$ cat config.mk
export PLATFORM = sky130hd
export DESIGN_NAME = websocket_frame_deframer_top
export DESIGN_NICKNAME = d
export VERILOG_FILES = /design/src/rtl/wsd_pkg.sv /design/src/rtl/wsd_parser.sv /design/src/rtl/wsd_out_fifo.sv /design/src/rtl/websocket_frame_deframer_top.sv
export SDC_FILE = /design/constraint.sdc
export NUM_CORES = 1
export LEC_CHECK = 0
export ABC_AREA = 1
export BUFFER_PORTS_ARGS = -buffer_cell sky130_fd_sc_hd__buf_4
export CAP_MARGIN = 10
export CORE_ASPECT_RATIO = 1.1
export CORE_MARGIN = 3
export CORE_UTILIZATION = 40
export DETAILED_ROUTE_END_ITERATION = 8
export PLACE_DENSITY = 0.65
export SYNTH_ARGS = -nofsm -noshare
export SYNTH_HDL_FRONTEND = slang
export SYNTH_SLANG_ARGS = --single-unit
$ cat constraint.sdc
create_clock -name clk -period 6.26 [get_ports clk]
set_clock_uncertainty 0.15 [all_clocks]
set_input_delay 0.313 -clock clk [delete_from_list [all_inputs] [get_ports clk]]
set_output_delay 0.313 -clock clk [all_outputs]
set_load 0.05 [all_outputs]
$ cat src/rtl/wsd_pkg.sv
// ----------------------------------------------------------------------------
// wsd_pkg
// Shared types, codes and helpers for the frame deframer.
// ----------------------------------------------------------------------------
package wsd_pkg;

  // Output word kinds.
  localparam logic KIND_PAYLOAD = 1'b0;
  localparam logic KIND_VERDICT = 1'b1;

  // Verdict codes.
  localparam logic [2:0] VERD_TEXT       = 3'd0;
  localparam logic [2:0] VERD_BINARY     = 3'd1;
  localparam logic [2:0] VERD_CONTROL    = 3'd2;
  localparam logic [2:0] VERD_ERROR      = 3'd3;
  localparam logic [2:0] VERD_INCOMPLETE = 3'd4;

  // Opcodes that are accepted.
  localparam logic [3:0] OP_TEXT   = 4'h1;
  localparam logic [3:0] OP_BINARY = 4'h2;
  localparam logic [3:0] OP_CLOSE  = 4'h8;
  localparam logic [3:0] OP_PING   = 4'h9;
  localparam logic [3:0] OP_PONG   = 4'hA;

  // Header field constants.
  localparam logic [7:0] FIN_BIT       = 8'h80;
  localparam logic [7:0] MASK_BIT      = 8'h80;
  localparam logic [7:0] OPCODE_MASK   = 8'h0F;
  localparam logic [7:0] LEN_CODE_MASK = 8'h7F;
  localparam logic [6:0] LEN_CODE_EXT  = 7'd126;
  localparam logic [6:0] LEN_CODE_BIG  = 7'd127;
  localparam logic [2:0] EXT_BYTES     = 3'd2;
  localparam logic [2:0] KEY_BYTES     = 3'd4;

  // Depth of the result queue and its fill limit for a two-word push.
  localparam int unsigned QDEPTH = 4;
  localparam int unsigned QAW    = $clog2(QDEPTH);
  localparam logic [QAW:0] QROOM2 = (QAW + 1)'(QDEPTH - 2);

  // Parser phases, one-hot.
  typedef enum logic [6:0] {
    PH_HDR0 = 7'b0000001,
    PH_HDR1 = 7'b0000010,
    PH_EXT  = 7'b0000100,
    PH_MASK = 7'b0001000,
    PH_PAY  = 7'b0010000,
    PH_DONE = 7'b0100000,
    PH_SKIP = 7'b1000000
  } phase_t;

  // One output word.
  typedef struct packed {
    logic        item_kind;
    logic [7:0]  payload_byte;
    logic [2:0]  verdict;
    logic [15:0] frame_length;
    logic        run_last;
  } result_t;

  // Words produced by one input byte, pushed into the queue together.
  typedef struct packed {
    logic [1:0] count;
    result_t    word0;
    result_t    word1;
  } push_t;

  // Verdict of a complete, well-formed frame from its opcode.
  function automatic logic [2:0] opcode_verdict(input logic [3:0] op);
    logic [2:0] v;
    begin
      unique case (op) inside
        OP_TEXT:                      v = VERD_TEXT;
        OP_BINARY:                    v = VERD_BINARY;
        OP_CLOSE, OP_PING, OP_PONG:   v = VERD_CONTROL;
        default:                      v = VERD_ERROR;
      endcase
      return v;
    end
  endfunction

endpackage

$ cat src/rtl/wsd_parser.sv
// ----------------------------------------------------------------------------
// wsd_parser
// Input register and header/payload parser; one byte per cycle when room_ok.
// ----------------------------------------------------------------------------
module wsd_parser (
  input  logic                 clk,
  input  logic                 rst_n,
  input  logic                 in_valid,
  output logic                 in_stall,
  input  logic [7:0]           in_rx_byte,
  input  logic                 in_buffer_end,
  input  logic                 room_ok,
  output wsd_pkg::push_t       push
);

  // Input register.
  logic       in_v_r;
  logic [7:0] byte_r;
  logic       last_r;
  logic       take;

  // Parser state.
  wsd_pkg::phase_t phase_r, phase_nxt;
  logic [3:0]  opcode_r, opcode_nxt;
  logic        fin_r, fin_nxt;
  logic [15:0] dlen_r, dlen_nxt;
  logic [2:0]  hbc_r, hbc_nxt;
  logic [31:0] key_r, key_nxt;
  logic [15:0] pcnt_r, pcnt_nxt;
  logic        err_r, err_nxt;

  logic [2:0]  hbc_inc;
  logic [15:0] pcnt_inc;
  logic [6:0]  len_code;
  logic [7:0]  key_byte;
  logic        is_pay;
  wsd_pkg::result_t pay_w, verd_w;
  logic [2:0]  verd_code;

  assign take     = in_v_r && room_ok;
  assign in_stall = in_v_r && !room_ok;

  // Input register loads whenever it is empty or being drained.
  always_ff @(posedge clk) begin
    if (!rst_n) begin
      in_v_r <= 1'b0;
    end else if (!in_stall) begin
      in_v_r <= in_valid;
    end
    if (!in_stall && in_valid) begin
      byte_r <= in_rx_byte;
      last_r <= in_buffer_end;
    end
  end

  assign hbc_inc  = hbc_r + 3'd1;
  assign pcnt_inc = pcnt_r + 16'd1;
  assign len_code = byte_r[6:0] & wsd_pkg::LEN_CODE_MASK[6:0];

  // Mask key byte for this payload index; the first key byte sits on top.
  always_comb begin
    case (pcnt_r[1:0])
      2'd0:    key_byte = key_r[31:24];
      2'd1:    key_byte = key_r[23:16];
      2'd2:    key_byte = key_r[15:8];
      default: key_byte = key_r[7:0];
    endcase
  end

  // Next-state logic for one parsed byte.
  always_comb begin
    phase_nxt  = phase_r;
    opcode_nxt = opcode_r;
    fin_nxt    = fin_r;
    dlen_nxt   = dlen_r;
    hbc_nxt    = hbc_r;
    key_nxt    = key_r;
    pcnt_nxt   = pcnt_r;
    err_nxt    = err_r;
    is_pay     = 1'b0;
    unique case (phase_r)
      wsd_pkg::PH_HDR0: begin
        fin_nxt    = |(byte_r & wsd_pkg::FIN_BIT);
        opcode_nxt = byte_r[3:0] & wsd_pkg::OPCODE_MASK[3:0];
        phase_nxt  = wsd_pkg::PH_HDR1;
      end
      wsd_pkg::PH_HDR1: begin
        if (!fin_r || !(|(byte_r & wsd_pkg::MASK_BIT)) ||
            len_code == wsd_pkg::LEN_CODE_BIG) begin
          err_nxt   = 1'b1;
          phase_nxt = wsd_pkg::PH_SKIP;
        end else if (len_code == wsd_pkg::LEN_CODE_EXT) begin
          dlen_nxt  = 16'd0;
          hbc_nxt   = 3'd0;
          phase_nxt = wsd_pkg::PH_EXT;
        end else begin
          dlen_nxt  = {9'd0, len_code};
          hbc_nxt   = 3'd0;
          phase_nxt = wsd_pkg::PH_MASK;
        end
      end
      wsd_pkg::PH_EXT: begin
        dlen_nxt = {dlen_r[7:0], byte_r};
        hbc_nxt  = hbc_inc;
        if (hbc_inc >= wsd_pkg::EXT_BYTES) begin
          hbc_nxt   = 3'd0;
          phase_nxt = wsd_pkg::PH_MASK;
        end
      end
      wsd_pkg::PH_MASK: begin
        key_nxt = {key_r[23:0], byte_r};
        hbc_nxt = hbc_inc;
        if (hbc_inc >= wsd_pkg::KEY_BYTES) begin
          hbc_nxt   = 3'd0;
          pcnt_nxt  = 16'd0;
          phase_nxt = (dlen_r == 16'd0) ? wsd_pkg::PH_DONE : wsd_pkg::PH_PAY;
        end
      end
      wsd_pkg::PH_PAY: begin
        is_pay   = 1'b1;
        pcnt_nxt = pcnt_inc;
        if (pcnt_inc == dlen_r) begin
          phase_nxt = wsd_pkg::PH_DONE;
        end
      end
      default: begin
      end
    endcase
  end

  // Verdict for the buffer's final byte, taken from the updated state.
  always_comb begin
    if (err_nxt) begin
      verd_code = wsd_pkg::VERD_ERROR;
    end else if (phase_nxt == wsd_pkg::PH_DONE) begin
      verd_code = wsd_pkg::opcode_verdict(opcode_nxt);
    end else begin
      verd_code = wsd_pkg::VERD_INCOMPLETE;
    end
  end

  // Output words and push request.
  always_comb begin
    pay_w.item_kind    = wsd_pkg::KIND_PAYLOAD;
    pay_w.payload_byte = byte_r ^ key_byte;
    pay_w.verdict      = wsd_pkg::VERD_TEXT;
    pay_w.frame_length = 16'd0;
    pay_w.run_last     = !last_r;

    verd_w.item_kind    = wsd_pkg::KIND_VERDICT;
    verd_w.payload_byte = 8'd0;
    verd_w.verdict      = verd_code;
    verd_w.frame_length = dlen_nxt;
    verd_w.run_last     = 1'b1;

    push.word0 = is_pay ? pay_w : verd_w;
    push.word1 = verd_w;
    if (!take) begin
      push.count = 2'd0;
    end else begin
      push.count = 2'({1'b0, is_pay} + {1'b0, last_r});
    end
  end

  // State registers; the final byte of a buffer returns all state to reset.
  always_ff @(posedge clk) begin
    if (!rst_n) begin
      phase_r  <= wsd_pkg::PH_HDR0;
      opcode_r <= 4'd0;
      fin_r    <= 1'b0;
      dlen_r   <= 16'd0;
      hbc_r    <= 3'd0;
      key_r    <= 32'd0;
      pcnt_r   <= 16'd0;
      err_r    <= 1'b0;
    end else if (take) begin
      if (last_r) begin
        phase_r  <= wsd_pkg::PH_HDR0;
        opcode_r <= 4'd0;
        fin_r    <= 1'b0;
        dlen_r   <= 16'd0;
        hbc_r    <= 3'd0;
        key_r    <= 32'd0;
        pcnt_r   <= 16'd0;
        err_r    <= 1'b0;
      end else begin
        phase_r  <= phase_nxt;
        opcode_r <= opcode_nxt;
        fin_r    <= fin_nxt;
        dlen_r   <= dlen_nxt;
        hbc_r    <= hbc_nxt;
        key_r    <= key_nxt;
        pcnt_r   <= pcnt_nxt;
        err_r    <= err_nxt;
      end
    end
  end

endmodule

$ cat src/rtl/wsd_out_fifo.sv
// ----------------------------------------------------------------------------
// wsd_out_fifo
// Small result queue: up to two words in, one out a cycle unless out_stall.
// ----------------------------------------------------------------------------
module wsd_out_fifo (
  input  logic              clk,
  input  logic              rst_n,
  input  wsd_pkg::push_t    push,
  output logic              room_ok,
  output logic              out_valid,
  input  logic              out_stall,
  output wsd_pkg::result_t  head
);

  wsd_pkg::result_t mem_r [wsd_pkg::QDEPTH];
  logic [wsd_pkg::QAW-1:0] wr_r, rd_r;
  logic [wsd_pkg::QAW-1:0] wr_p1;
  logic [wsd_pkg::QAW:0]   cnt_r;
  logic                    pop;

  assign wr_p1     = wr_r + 1'b1;
  assign out_valid = (cnt_r != '0);
  assign pop       = out_valid && !out_stall;
  assign room_ok   = (cnt_r <= wsd_pkg::QROOM2);
  assign head      = mem_r[rd_r];

  // Storage writes.
  always_ff @(posedge clk) begin
    if (push.count != 2'd0) begin
      mem_r[wr_r] <= push.word0;
    end
    if (push.count == 2'd2) begin
      mem_r[wr_p1] <= push.word1;
    end
  end

  // Pointers and fill count.
  always_ff @(posedge clk) begin
    if (!rst_n) begin
      wr_r  <= '0;
      rd_r  <= '0;
      cnt_r <= '0;
    end else begin
      wr_r  <= wr_r + wsd_pkg::QAW'(push.count);
      rd_r  <= rd_r + wsd_pkg::QAW'(pop);
      cnt_r <= cnt_r + (wsd_pkg::QAW + 1)'(push.count) - (wsd_pkg::QAW + 1)'(pop);
    end
  end

endmodule

$ cat src/rtl/websocket_frame_deframer_top.sv
// ----------------------------------------------------------------------------
// websocket_frame_deframer_top
// Byte-serial decoder for one masked client frame per received buffer.
// ----------------------------------------------------------------------------
//  channel | direction | handshake            | payload
//  in_     | input     | in_valid / in_stall  | rx_byte, buffer_end
//  out_    | output    | out_valid / out_stall| item_kind, payload_byte, verdict,
//          |           |                      | frame_length, run_last
//
// One input word is taken per cycle while the result queue has room; its result words
// pass through the input register and the result queue before they are offered.
// A payload byte that also ends the buffer yields two words, and the output port
// sends one word a cycle while out_stall is low.
// A four-word result queue absorbs output stalls; input stalls once it is nearly full.
// Reset is synchronous on rst_n and returns the parser to the first header byte.
module websocket_frame_deframer_top (
  input  logic        clk,
  input  logic        rst_n,
  input  logic        in_valid,
  output logic        in_stall,
  input  logic [7:0]  in_rx_byte,
  input  logic        in_buffer_end,
  output logic        out_valid,
  input  logic        out_stall,
  output logic        out_item_kind,
  output logic [7:0]  out_payload_byte,
  output logic [2:0]  out_verdict,
  output logic [15:0] out_frame_length,
  output logic        out_run_last
);

  wsd_pkg::push_t   push;
  wsd_pkg::result_t head;
  logic             room_ok;

  // Parser with its input register.
  wsd_parser u_parser (
    .clk           (clk),
    .rst_n         (rst_n),
    .in_valid      (in_valid),
    .in_stall      (in_stall),
    .in_rx_byte    (in_rx_byte),
    .in_buffer_end (in_buffer_end),
    .room_ok       (room_ok),
    .push          (push)
  );

  // Result queue.
  wsd_out_fifo u_out_fifo (
    .clk       (clk),
    .rst_n     (rst_n),
    .push      (push),
    .room_ok   (room_ok),
    .out_valid (out_valid),
    .out_stall (out_stall),
    .head      (head)
  );

  assign out_item_kind    = head.item_kind;
  assign out_payload_byte = head.payload_byte;
  assign out_verdict      = head.verdict;
  assign out_frame_length = head.frame_length;
  assign out_run_last     = head.run_last;

endmodule
==> impl_metrics.tcl, run 1 <==
set metrics [dict create \
    ys_seq_area_share_pct 50.7 \
    start_kind "flop" \
    worstMarginPinSlew_ns 1.10 \
    cts-root-buf "clkbuf_16" \
    syn-num-nets 1327 \
    rsz0062_at_grt "false" \
    power.total_mw 3.86 \
    synth_top_cell_by_area "dfxtp_1" \
    rows 60 \
    die-area_sq_um 27200 \
    core-area_sq_um 24600 \
    slew_headroom_pct 26.2 \
    ir_drop_mv 0.197 \
    critical_path_class "flop to flop" \
    post_cts_resized 0 \
    p_leak_nw 4.52 \
    postSynthAreaPerCell_sq_um 7.76 \
    finalHoldViolCount 0 \
    critPathCaptureType "flop" \
    area_growth_syn_to_layout_pct 13.7 \
    cts.path.max_buffers 3 \
    clk_pin_slew_ns 0.06 \
    hpwl_um 17600 \
    grt_overflow_total 0 \
    syn_inst 1302 \
    crit_required_ns 6.53 \
    start_util_pct 41.0 \
    ant_nets 0 \
    vias 8678 \
    first_pass_iters 8 \
    ys_warn_count 0 \
    io_buffers 43 \
    wl_per_cell_um 15.8 \
    mostFrequentLayoutCells "nand2_1, nor2_1, inv_1" \
    fillers 2444 \
    synthTopCellsByArea "dfxtp_1, edfxtp_1, nand2_1" \
    grt_pass1_wl_um 42800 \
    period_needed_ns 4.05 \
    fp.dieW_um 157 \
    p_per_area_nw_per_um2 336 \
    routabilityCongestion 0.885 \
    maxCapViolCount 0 \
    tns_ns 0 \
    grt_pass1_vias 8167 \
    cts.sinks 213 \
    grt_max_degree 63 \
    final_util_pct 46.6 \
    synthesis.area_sq_um 10100 \
    wl_um 26100 \
    arrival_ns 4.32 \
    drive_gt1_share_pct 8.82 \
    grt.total_usage_pct 19.0 \
    layout_commonest_cell "nand2_1" \
    hp-class "primary input to flop" \
    drt_iter0_markers 699 \
    drcViolationCount 0 \
    ys_ff_latch 213 \
    yosysTopAreaCellShare_pct 25.4 \
    cts_tree "done" \
    die_h_um 173 \
    status "finished, final reports clean" \
    cts_made_buffers 22 \
    synth_cell_types 45 \
    period_share_pct 64.8 \
    finalNetCount 1358 \
    slew_violations 0 \
    path_max_fanout 21 \
    htreeDepth 1 \
    antenna_found_initial 0 \
    clock_latency_ns 0.51 \
    viasPerCell 5.23 \
    setup_viol 0 \
    io_pins 44 \
    diodes 0 \
    fmaxAchievable_ghz 0.247 \
]
## final cells by class
type	count	area [sq um]	area share [%]
clock inverter	5	27.5	0.240
clock buffer	35	681	5.93
multi-input combinational	883	4200	36.6
inverter	148	556	4.84
sequential	213	5120	44.6
tap	310	388	3.38
timing repair buffer	65	515	4.49
## per-stage QoR
step                cell area [sq um]  setup WS, ns  hold slack, ns  cells
finish                          11500          2.21           0.167   1659
CTS                             11500          1.91           0.153   1659
global placement                10700          2.16           0.283   1608
global route                    11500          1.77           0.220   1659
floorplan                       10100          3.20           0.262   1302
detailed placement              10700          1.96           0.290   1608
## cells by family after synthesis
logic type	count (synthesis)	synth area share, %
flops	213	50.7
buf+inv	206	7.81
simple gates	571	23.5
xor+xnor	7	0.607
fa+ha+maj	12	1.56
compound gates	293	15.9
## state kept, by name (all words and copies together), names as in the netlist
signal,flops
u_parser.phase_r,7
u_parser.dlen_r,16
u_out_fifo.mem_r,116
u_parser.in_v_r,1
u_out_fifo.rd_r,2
u_parser.err_r,1
u_out_fifo.wr_r,2
u_parser.byte_r,8
u_out_fifo.cnt_r,3
u_parser.last_r,1
u_parser.hbc_r,3
u_parser.fin_r,1
u_parser.key_r,32
u_parser.pcnt_r,16
u_parser.opcode_r,4
## timing repair
action,CTS,global route
setup buffers,0,0
endpoints found under the hold margin,17,0
hold buffers,11,0
## critical path, cell delays in order (launching register included)
cell and delay [ns]:
dfxtp_1 0.35, nor2_1 0.19, nand4_1 0.16, inv_1 0.38
ha_1 0.33, inv_1 0.06, nor2_1 0.06, o21ai_0 0.86
nand2_1 0.81, inv_1 0.45, nand2_1 0.07, o21ai_0 0.09
## layer usage
layer	vias up	share of wire, %	GRT usage [%]
li1	4358	-	-
met1	4080	46	26.5
met2	204	48	31.3
met3	36	4.6	2.00
met4	0	2.1	5.14
met5	-	0	0
## path summary, 6_finish.rpt
path,from,endpoint,slack [ns],cells after the start
max,u_parser.phase_r[3],u_out_fifo.mem_r[0][20],2.21,11
min reg2reg,u_parser.hbc_r[2],u_parser.hbc_r[2],0.30,2
max reg2reg,u_parser.phase_r[3],u_out_fifo.mem_r[0][20],2.21,11
min,out_stall,u_out_fifo.rd_r[0],0.17,5
## where the power goes
group / internal, mW / switching (mW) / total, mW
sequential: 1.49 / 0.0318 / 1.52
clock: 0.745 / 0.532 / 1.28
combinational: 0.286 / 0.779 / 1.06
total: 2.52 / 1.34 / 3.86
## synthesized netlist by cell type (all sizes together)
cell	instances
a32oi	1
clkinv	5
o211ai	1
xnor2	4
dfxtp	128
inv	143
or2	6
and3	1
nand4	19
a31oi	9
and2	1
edfxtp	85
o21ai	123
xor2	3
clkbuf	49
buf	9
a21oi	99
nor3	11
nor4	3
a211oi	1
o21bai	2
nand3b	2
a21o	8
ha	11
a2bb2oi	2
nor2	162
o22a	1
o22ai	43
nand2	321
nand3	45
a22oi	3
fa	1
(Power assumes the default switching activity.)
==> run 2, diff against run 1 <==
- ABC_AREA: 1 -> 0
- PLACE_DENSITY: 0.65 -> 0.67
- clock period: 6.26 -> 3.7 ns (I/O delays scaled with it)
==> impl_metrics.tcl, run 2 <==
set metrics [dict create \
    die-area_sq_um 26800 \
    arrival_ns 3.34 \
    synth_cell_types 71 \
    io_buffers 43 \
    vias 7683 \
    synth_top_family_by_area "simple AND/OR/NAND/NOR gates" \
    critPathCaptureType "flop" \
    hp-class "primary input to flop" \
    worstHoldPathCells 4 \
    status "finished, final reports clean" \
    rrSetupSlack_ns 0.53 \
    final_util_pct 47.8 \
    viasPerCell 5.70 \
    rsz0062_at_grt "false" \
    reg2reg_depth 8 \
    routabilityCongestion 0.887 \
    clockPowerShare_pct 38.5 \
    htreeDepth 1 \
    synth_top_cell_by_area "dfxtp_1" \
    period_share_pct 85.6 \
    yosysTopAreaCellShare_pct 25.7 \
    synthAdderAreaFrac_pct 1.58 \
    antenna_found_initial 0 \
    grt_overflow_total 0 \
    diodes 0 \
    tns_ns 0 \
    grt_max_degree 44 \
    ys_seq_area_share_pct 51.4 \
    ant_nets 0 \
    area_growth_syn_to_layout_pct 15.5 \
    start_kind "flop" \
    mostFrequentLayoutCells "nor2_1, dfxtp_1, nand2_1" \
    layout_commonest_cell "nor2_1" \
    syn_inst 990 \
    maxCapViolCount 0 \
    crit_required_ns 3.88 \
    rows 59 \
    path_max_fanout 8 \
    combinationalPowerShare_pct 18.8 \
    synth-compound-area-share_pct 15.3 \
    cts_tree "done" \
    grt_pass1_vias 7553 \
    reg2reg_to "u_out_fifo.mem_r[0][18]" \
    fillers 2154 \
    worstMarginPinSlew_ns 0.950 \
    seqPwrFrac_pct 42.7 \
    endpoint "u_out_fifo.mem_r[0][18]" \
    io_pins 44 \
    first_pass_iters 5 \
    cts.path.max_buffers 3 \
    yosysMostFrequentCell "nor2_1" \
    ys_async_sr_fraction_pct 0 \
    finalHoldViolCount 0 \
    slew_headroom_pct 35.8 \
    cts_made_buffers 22 \
    hpwl_um 16700 \
    fmaxAchievable_ghz 0.316 \
    p_per_area_nw_per_um2 542 \
    crit_path_start "u_parser.pcnt_r[0]" \
    slew_violations 0 \
    cts-root-buf "clkbuf_16" \
    synthMuxAreaShare_pct 7.08 \
    synthTopCellsByArea "dfxtp_1, edfxtp_1, mux4_2" \
    synth-xor-area-share_pct 3.34 \
    syn-num-nets 1015 \
    setup_viol 0 \
    regMostFlops "u_out_fifo.mem_r" \
    grt.total_usage_pct 18.2 \
    synth_edf_count 85 \
    cts.sinks 213 \
    yosys.area_share.simple_pct 18.0 \
    p_leak_nw 3.93 \
    power.switching_mw 1.79 \
    ir_drop_mv 0.330 \
    clk_pin_slew_ns 0.07 \
    ys_ff_latch 213 \
    reg.largest.list "u_out_fifo.mem_r: 116 flops, u_parser.key_r: 32 flops" \
    period_needed_ns 3.17 \
    post_cts_resized 0 \
    synthesis.area_sq_um 9950 \
    wl_um 24500 \
    die_h_um 171 \
    fp.dieW_um 156 \
    wl_per_cell_um 18.2 \
    r2r_start "u_parser.pcnt_r[0]" \
    drcViolationCount 0 \
    internal_power_mw 4.44 \
    critical_path_class "flop to flop" \
    largest_register_ffs 116 \
    synth_common_cells "nor2_1, dfxtp_1, nand2_1" \
    drt_iter0_markers 568 \
    power.share.switching_pct 28.7 \
    start_util_pct 41.4 \
    grt_pass1_wl_um 40000 \
    postSynthAreaPerCell_sq_um 10.1 \
    finalNetCount 1051 \
    ys_warn_count 0 \
    clock_latency_ns 0.51 \
    drive_gt1_share_pct 14.5 \
    core-area_sq_um 24100 \
    worstHoldStart "out_stall" \
    synth_flop_cell "dfxtp_1" \
]
-- run 2: changes by cell type in the layout (fill, tap and decap cells not counted), sizes merged, moves of 15 or more --
cell / delta
nand2: -224
a21oi: -63
xor2: +16
or3: +15
inv: -125
nand3: -27
xnor2: +15
o22ai: -43
mux4: +29
a22oi: +50
o21ai: -49
-- run 2: routing by layer --
layer / up-vias / global-route usage (%) / share of wire (%)
met1: 3705 / 23.7 / 43
met2: 229 / 31.8 / 50
met3: 48 / 1.91 / 4.6
met5: - / 0 / 0
met4: 0 / 5.79 / 2.5
li1: 3701 / - / -
-- run 2: cell type report --
class	instances	area, sq um	share of cell area, %
inverter	18	67.6	0.588
clock buffer	30	622	5.41
tap	305	382	3.32
multi-input combinational	693	4510	39.3
sequential	213	5120	44.5
clock inverter	10	171	1.49
timing repair buffer	78	626	5.44
-- run 2: through the flow --
| step | total power [mW] | instances | setup WS, ns | instance area (sq um) | hold slack [ns] |
|---|---|---|---|---|---|
| finish | 6.24 | 1347 | 0.535 | 11500 | 0.0495 |
| global route | 6.46 | 1347 | 0.287 | 11500 | 0.0591 |
| CTS | 6.28 | 1347 | 0.573 | 11500 | 0.0454 |
| detailed placement | 3.89 | 1296 | 0.574 | 10600 | 0.215 |
| global placement | 3.88 | 1296 | 0.680 | 10600 | 0.216 |
| floorplan | 3.55 | 990 | 0.190 | 9950 | 0.134 |
-- run 2: power by group through the flow --
stage               registers, mW  logic [mW]  clock network (mW)
floorplan                    2.61       0.944                   0
global placement             2.72        1.16                   0
detailed placement           2.72        1.17                   0
CTS                          2.67        1.18                2.43
global route                 2.69        1.24                2.53
finish                       2.67        1.17                2.40
-- run 2: how the worst min path moves through the flow --
stage	slack, ns	end
after floorplan	0.13	u_parser.byte_r[0]
after global placement	0.22	u_parser.byte_r[3]
after detailed placement	0.21	u_parser.byte_r[4]
after CTS	0.05	u_out_fifo.rd_r[0]
after global routing	0.06	u_out_fifo.rd_r[0]
final	0.05	u_out_fifo.rd_r[0]
-- run 2: logic make-up after synthesis --
| group | Yosys count |
|---|---|
| multiplexers | 34 |
| adder cells (fa/ha/maj) | 12 |
| AND/OR/NAND/NOR | 379 |
| AO/OA/AOI/OAI | 230 |
| buffers and inverters | 84 |
| XOR/XNOR | 38 |
| flip-flops | 213 |
-- run 2: worst max-delay path, stage by stage, from the launching register on --
cell and delay [ns]:
dfxtp_1 0.50, ha_1 0.36, and4_1 0.26, nand4_1 0.15, xnor2_1 0.19, nor4b_2 0.36, nand4_2 0.19, a221o_1 0.51
o32ai_1 0.32
-- run 2: what timing repair did --
item,CTS,global route
setup endpoints to repair,0,0
hold buffers,11,0
buffers inserted,0,0
endpoints found under the hold margin,18,0
==> run 3, diff against run 2 <==
--- a/config.mk
+++ b/config.mk
@@ -18 +18,2 @@
 export SYNTH_SLANG_ARGS = --single-unit
+export TNS_END_PERCENT = 1
==> constraint.sdc (replaced) <==
create_clock -name clk -period 3.7 [get_ports clk]
set_clock_uncertainty 0.15 [all_clocks]
set_input_delay 0.37 -clock clk [delete_from_list [all_inputs] [get_ports clk]]
set_output_delay 0.37 -clock clk [all_outputs]
set_load 0.05 [all_outputs]
==> impl_metrics.tcl, run 3 (synthesis gave the netlist of run 2 again) <==
set metrics [dict create \
    status "finished, final reports clean" \
    grt_pass1_wl_um 39300 \
    period_share_pct 86.4 \
    die_h_um 171 \
    slew_headroom_pct 31.8 \
    setup_viol 0 \
    cts.path.max_buffers 3 \
    maxCapViolCount 0 \
    worstHoldStart "rst_n" \
    seqPwrFrac_pct 44.4 \
    worstMarginPinSlew_ns 1.01 \
    first_pass_iters 7 \
    r2r_start "u_parser.pcnt_r[1]" \
    final_util_pct 47.4 \
    htreeDepth 1 \
    die-area_sq_um 26800 \
    hpwl_um 16600 \
    mostFrequentLayoutCells "nor2_1, dfxtp_1, nand2_1" \
    layout_commonest_cell "nor2_1" \
    reg.largest.list "u_out_fifo.mem_r: 116 flops, u_parser.key_r: 32 flops" \
    p_leak_nw 3.89 \
    clockPowerShare_pct 35.5 \
    worstHoldPathCells 3 \
    wl_per_cell_um 18.1 \
    path_max_fanout 8 \
    crit_path_max_incr_delay_ns 0.51 \
    cts_made_buffers 22 \
    diodes 0 \
    regMostFlops "u_out_fifo.mem_r" \
    ant_nets 0 \
    hp-class "primary input to flop" \
    ir_drop_mv 0.276 \
    core-area_sq_um 24100 \
    cts_tree "done" \
    wl_um 24400 \
    fp.dieW_um 156 \
    vias 7634 \
    power.share.switching_pct 30.0 \
    fmaxAchievable_ghz 0.313 \
    tns_ns 0 \
    slew_violations 0 \
    grt_overflow_total 0 \
    cts-root-buf "clkbuf_16" \
    combinationalPowerShare_pct 20.1 \
    reg2reg_to "u_out_fifo.mem_r[0][17]" \
    crit_required_ns 3.86 \
    critPathCaptureType "flop" \
    rsz0062_at_grt "false" \
    layout.cells.non_filler 1348 \
    path_cells "ha_1, and4_1, nand4_1, xnor2_1, nor4b_2, nand4_2, a221o_1, o32ai_1" \
    finalHoldViolCount 0 \
    io_buffers 43 \
    cp_num_buf_inv 0 \
    power.switching_mw 1.79 \
    largest_register_ffs 116 \
    seq_area_sq_um 5120 \
    cts.sinks 213 \
    start_util_pct 41.4 \
    io_pins 44 \
    arrival_ns 3.36 \
    crit_family "simple AND/OR/NAND/NOR gates" \
    antenna_found_initial 0 \
    finalNetCount 1052 \
    internal_power_mw 4.17 \
    clock_latency_ns 0.50 \
    crit_slowest_cell "a221o_1" \
    clk_pin_slew_ns 0.06 \
    grt.total_usage_pct 17.9 \
    drcViolationCount 0 \
    critical_path_class "flop to flop" \
    drive_gt1_share_pct 14.7 \
    multi_input_area_sq_um 4510 \
    fillers 2217 \
    routabilityCongestion 0.894 \
    rows 59 \
    p_per_area_nw_per_um2 523 \
    area_growth_syn_to_layout_pct 14.5 \
    period_needed_ns 3.20 \
    dp.cells 1298 \
    grt_pass1_vias 7480 \
    drt_iter0_markers 601 \
    start_kind "flop" \
    cts_setup_buffers 0 \
    grt_max_degree 43 \
    viasPerCell 5.66 \
    reg2reg_depth 8 \
    rrSetupSlack_ns 0.50 \
    hold_end "u_parser.pcnt_r[9]" \
    cp_num_cells 8 \
]
## run 3: changes by cell type in the layout (fill, tap and decap cells not counted), sizes merged
cell         previous run  this run
buf                    67        69
bufinv                  4         0
clkinv                  4        12
inv                    19        18
clkinvlp                1         2
clkbuf                 30        26
dlygate4sd3            11        10
## run 3: layer usage
| metal | vias up | track usage (%) | wire length [um] |
|---|---|---|---|
| li1 | 3711 | - | - |
| met1 | 3645 | 23.4 | 10500 |
| met2 | 237 | 31.4 | 12000 |
| met3 | 41 | 1.71 | 1260 |
| met4 | 0 | 5.33 | 653 |
| met5 | - | 0 | 0 |
## run 3: how the worst max path moves through the flow
stage / to / slack (ns) / start
finish: u_out_fifo.mem_r[0][17] / 0.50 / u_parser.pcnt_r[1]
global route: u_out_fifo.mem_r[0][17] / 0.21 / u_parser.pcnt_r[1]
CTS: u_out_fifo.mem_r[0][17] / 0.55 / u_parser.pcnt_r[0]
detailed placement: u_out_fifo.mem_r[0][17] / 0.56 / u_parser.pcnt_r[0]
global placement: u_out_fifo.mem_r[0][17] / 0.68 / u_parser.pcnt_r[2]
floorplan: u_out_fifo.mem_r[1][11] / 0.19 / u_parser.phase_r[3]
## run 3: cell type report
cell class,instances,area share [%]
multi-input combinational,693,39.6
tap,305,3.35
clock inverter,14,0.768
inverter,18,0.593
clock buffer,26,5.41
timing repair buffer,79,5.42
sequential,213,44.9
## run 3: per-stage QoR
stage	hold WS, ns	setup slack, ns	instance area, sq um	total power [mW]
global placement	0.278	0.683	10600	3.88
finish	0.0858	0.504	11400	5.96
global route	0.0862	0.211	11400	6.16
CTS	0.0715	0.548	11400	6.00
detailed placement	0.290	0.563	10600	3.89
floorplan	0.268	0.190	9950	3.55
## run 3: worst register-to-register path, delay by kind of cell (launching register included)
| kind | cells | cell delay [ns] |
|---|---|---|
| compound gates | 2 | 0.83 |
| simple gates | 4 | 1.01 |
| fa+ha+maj | 1 | 0.36 |
| xor+xnor | 1 | 0.19 |
| flops | 1 | 0.48 |
## run 3: timing repair
action / CTS / global route
endpoints found under the hold margin: 10 / 0
gates resized for setup: 0 / 0
hold buffers: 10 / 0
## run 3: power by group through the flow
stage	clock network, mW	registers (mW)	logic [mW]
global route	2.23	2.66	1.27
global placement	0	2.70	1.18
floorplan	0	2.61	0.944
finish	2.11	2.65	1.20
detailed placement	0	2.70	1.19
CTS	2.15	2.65	1.20
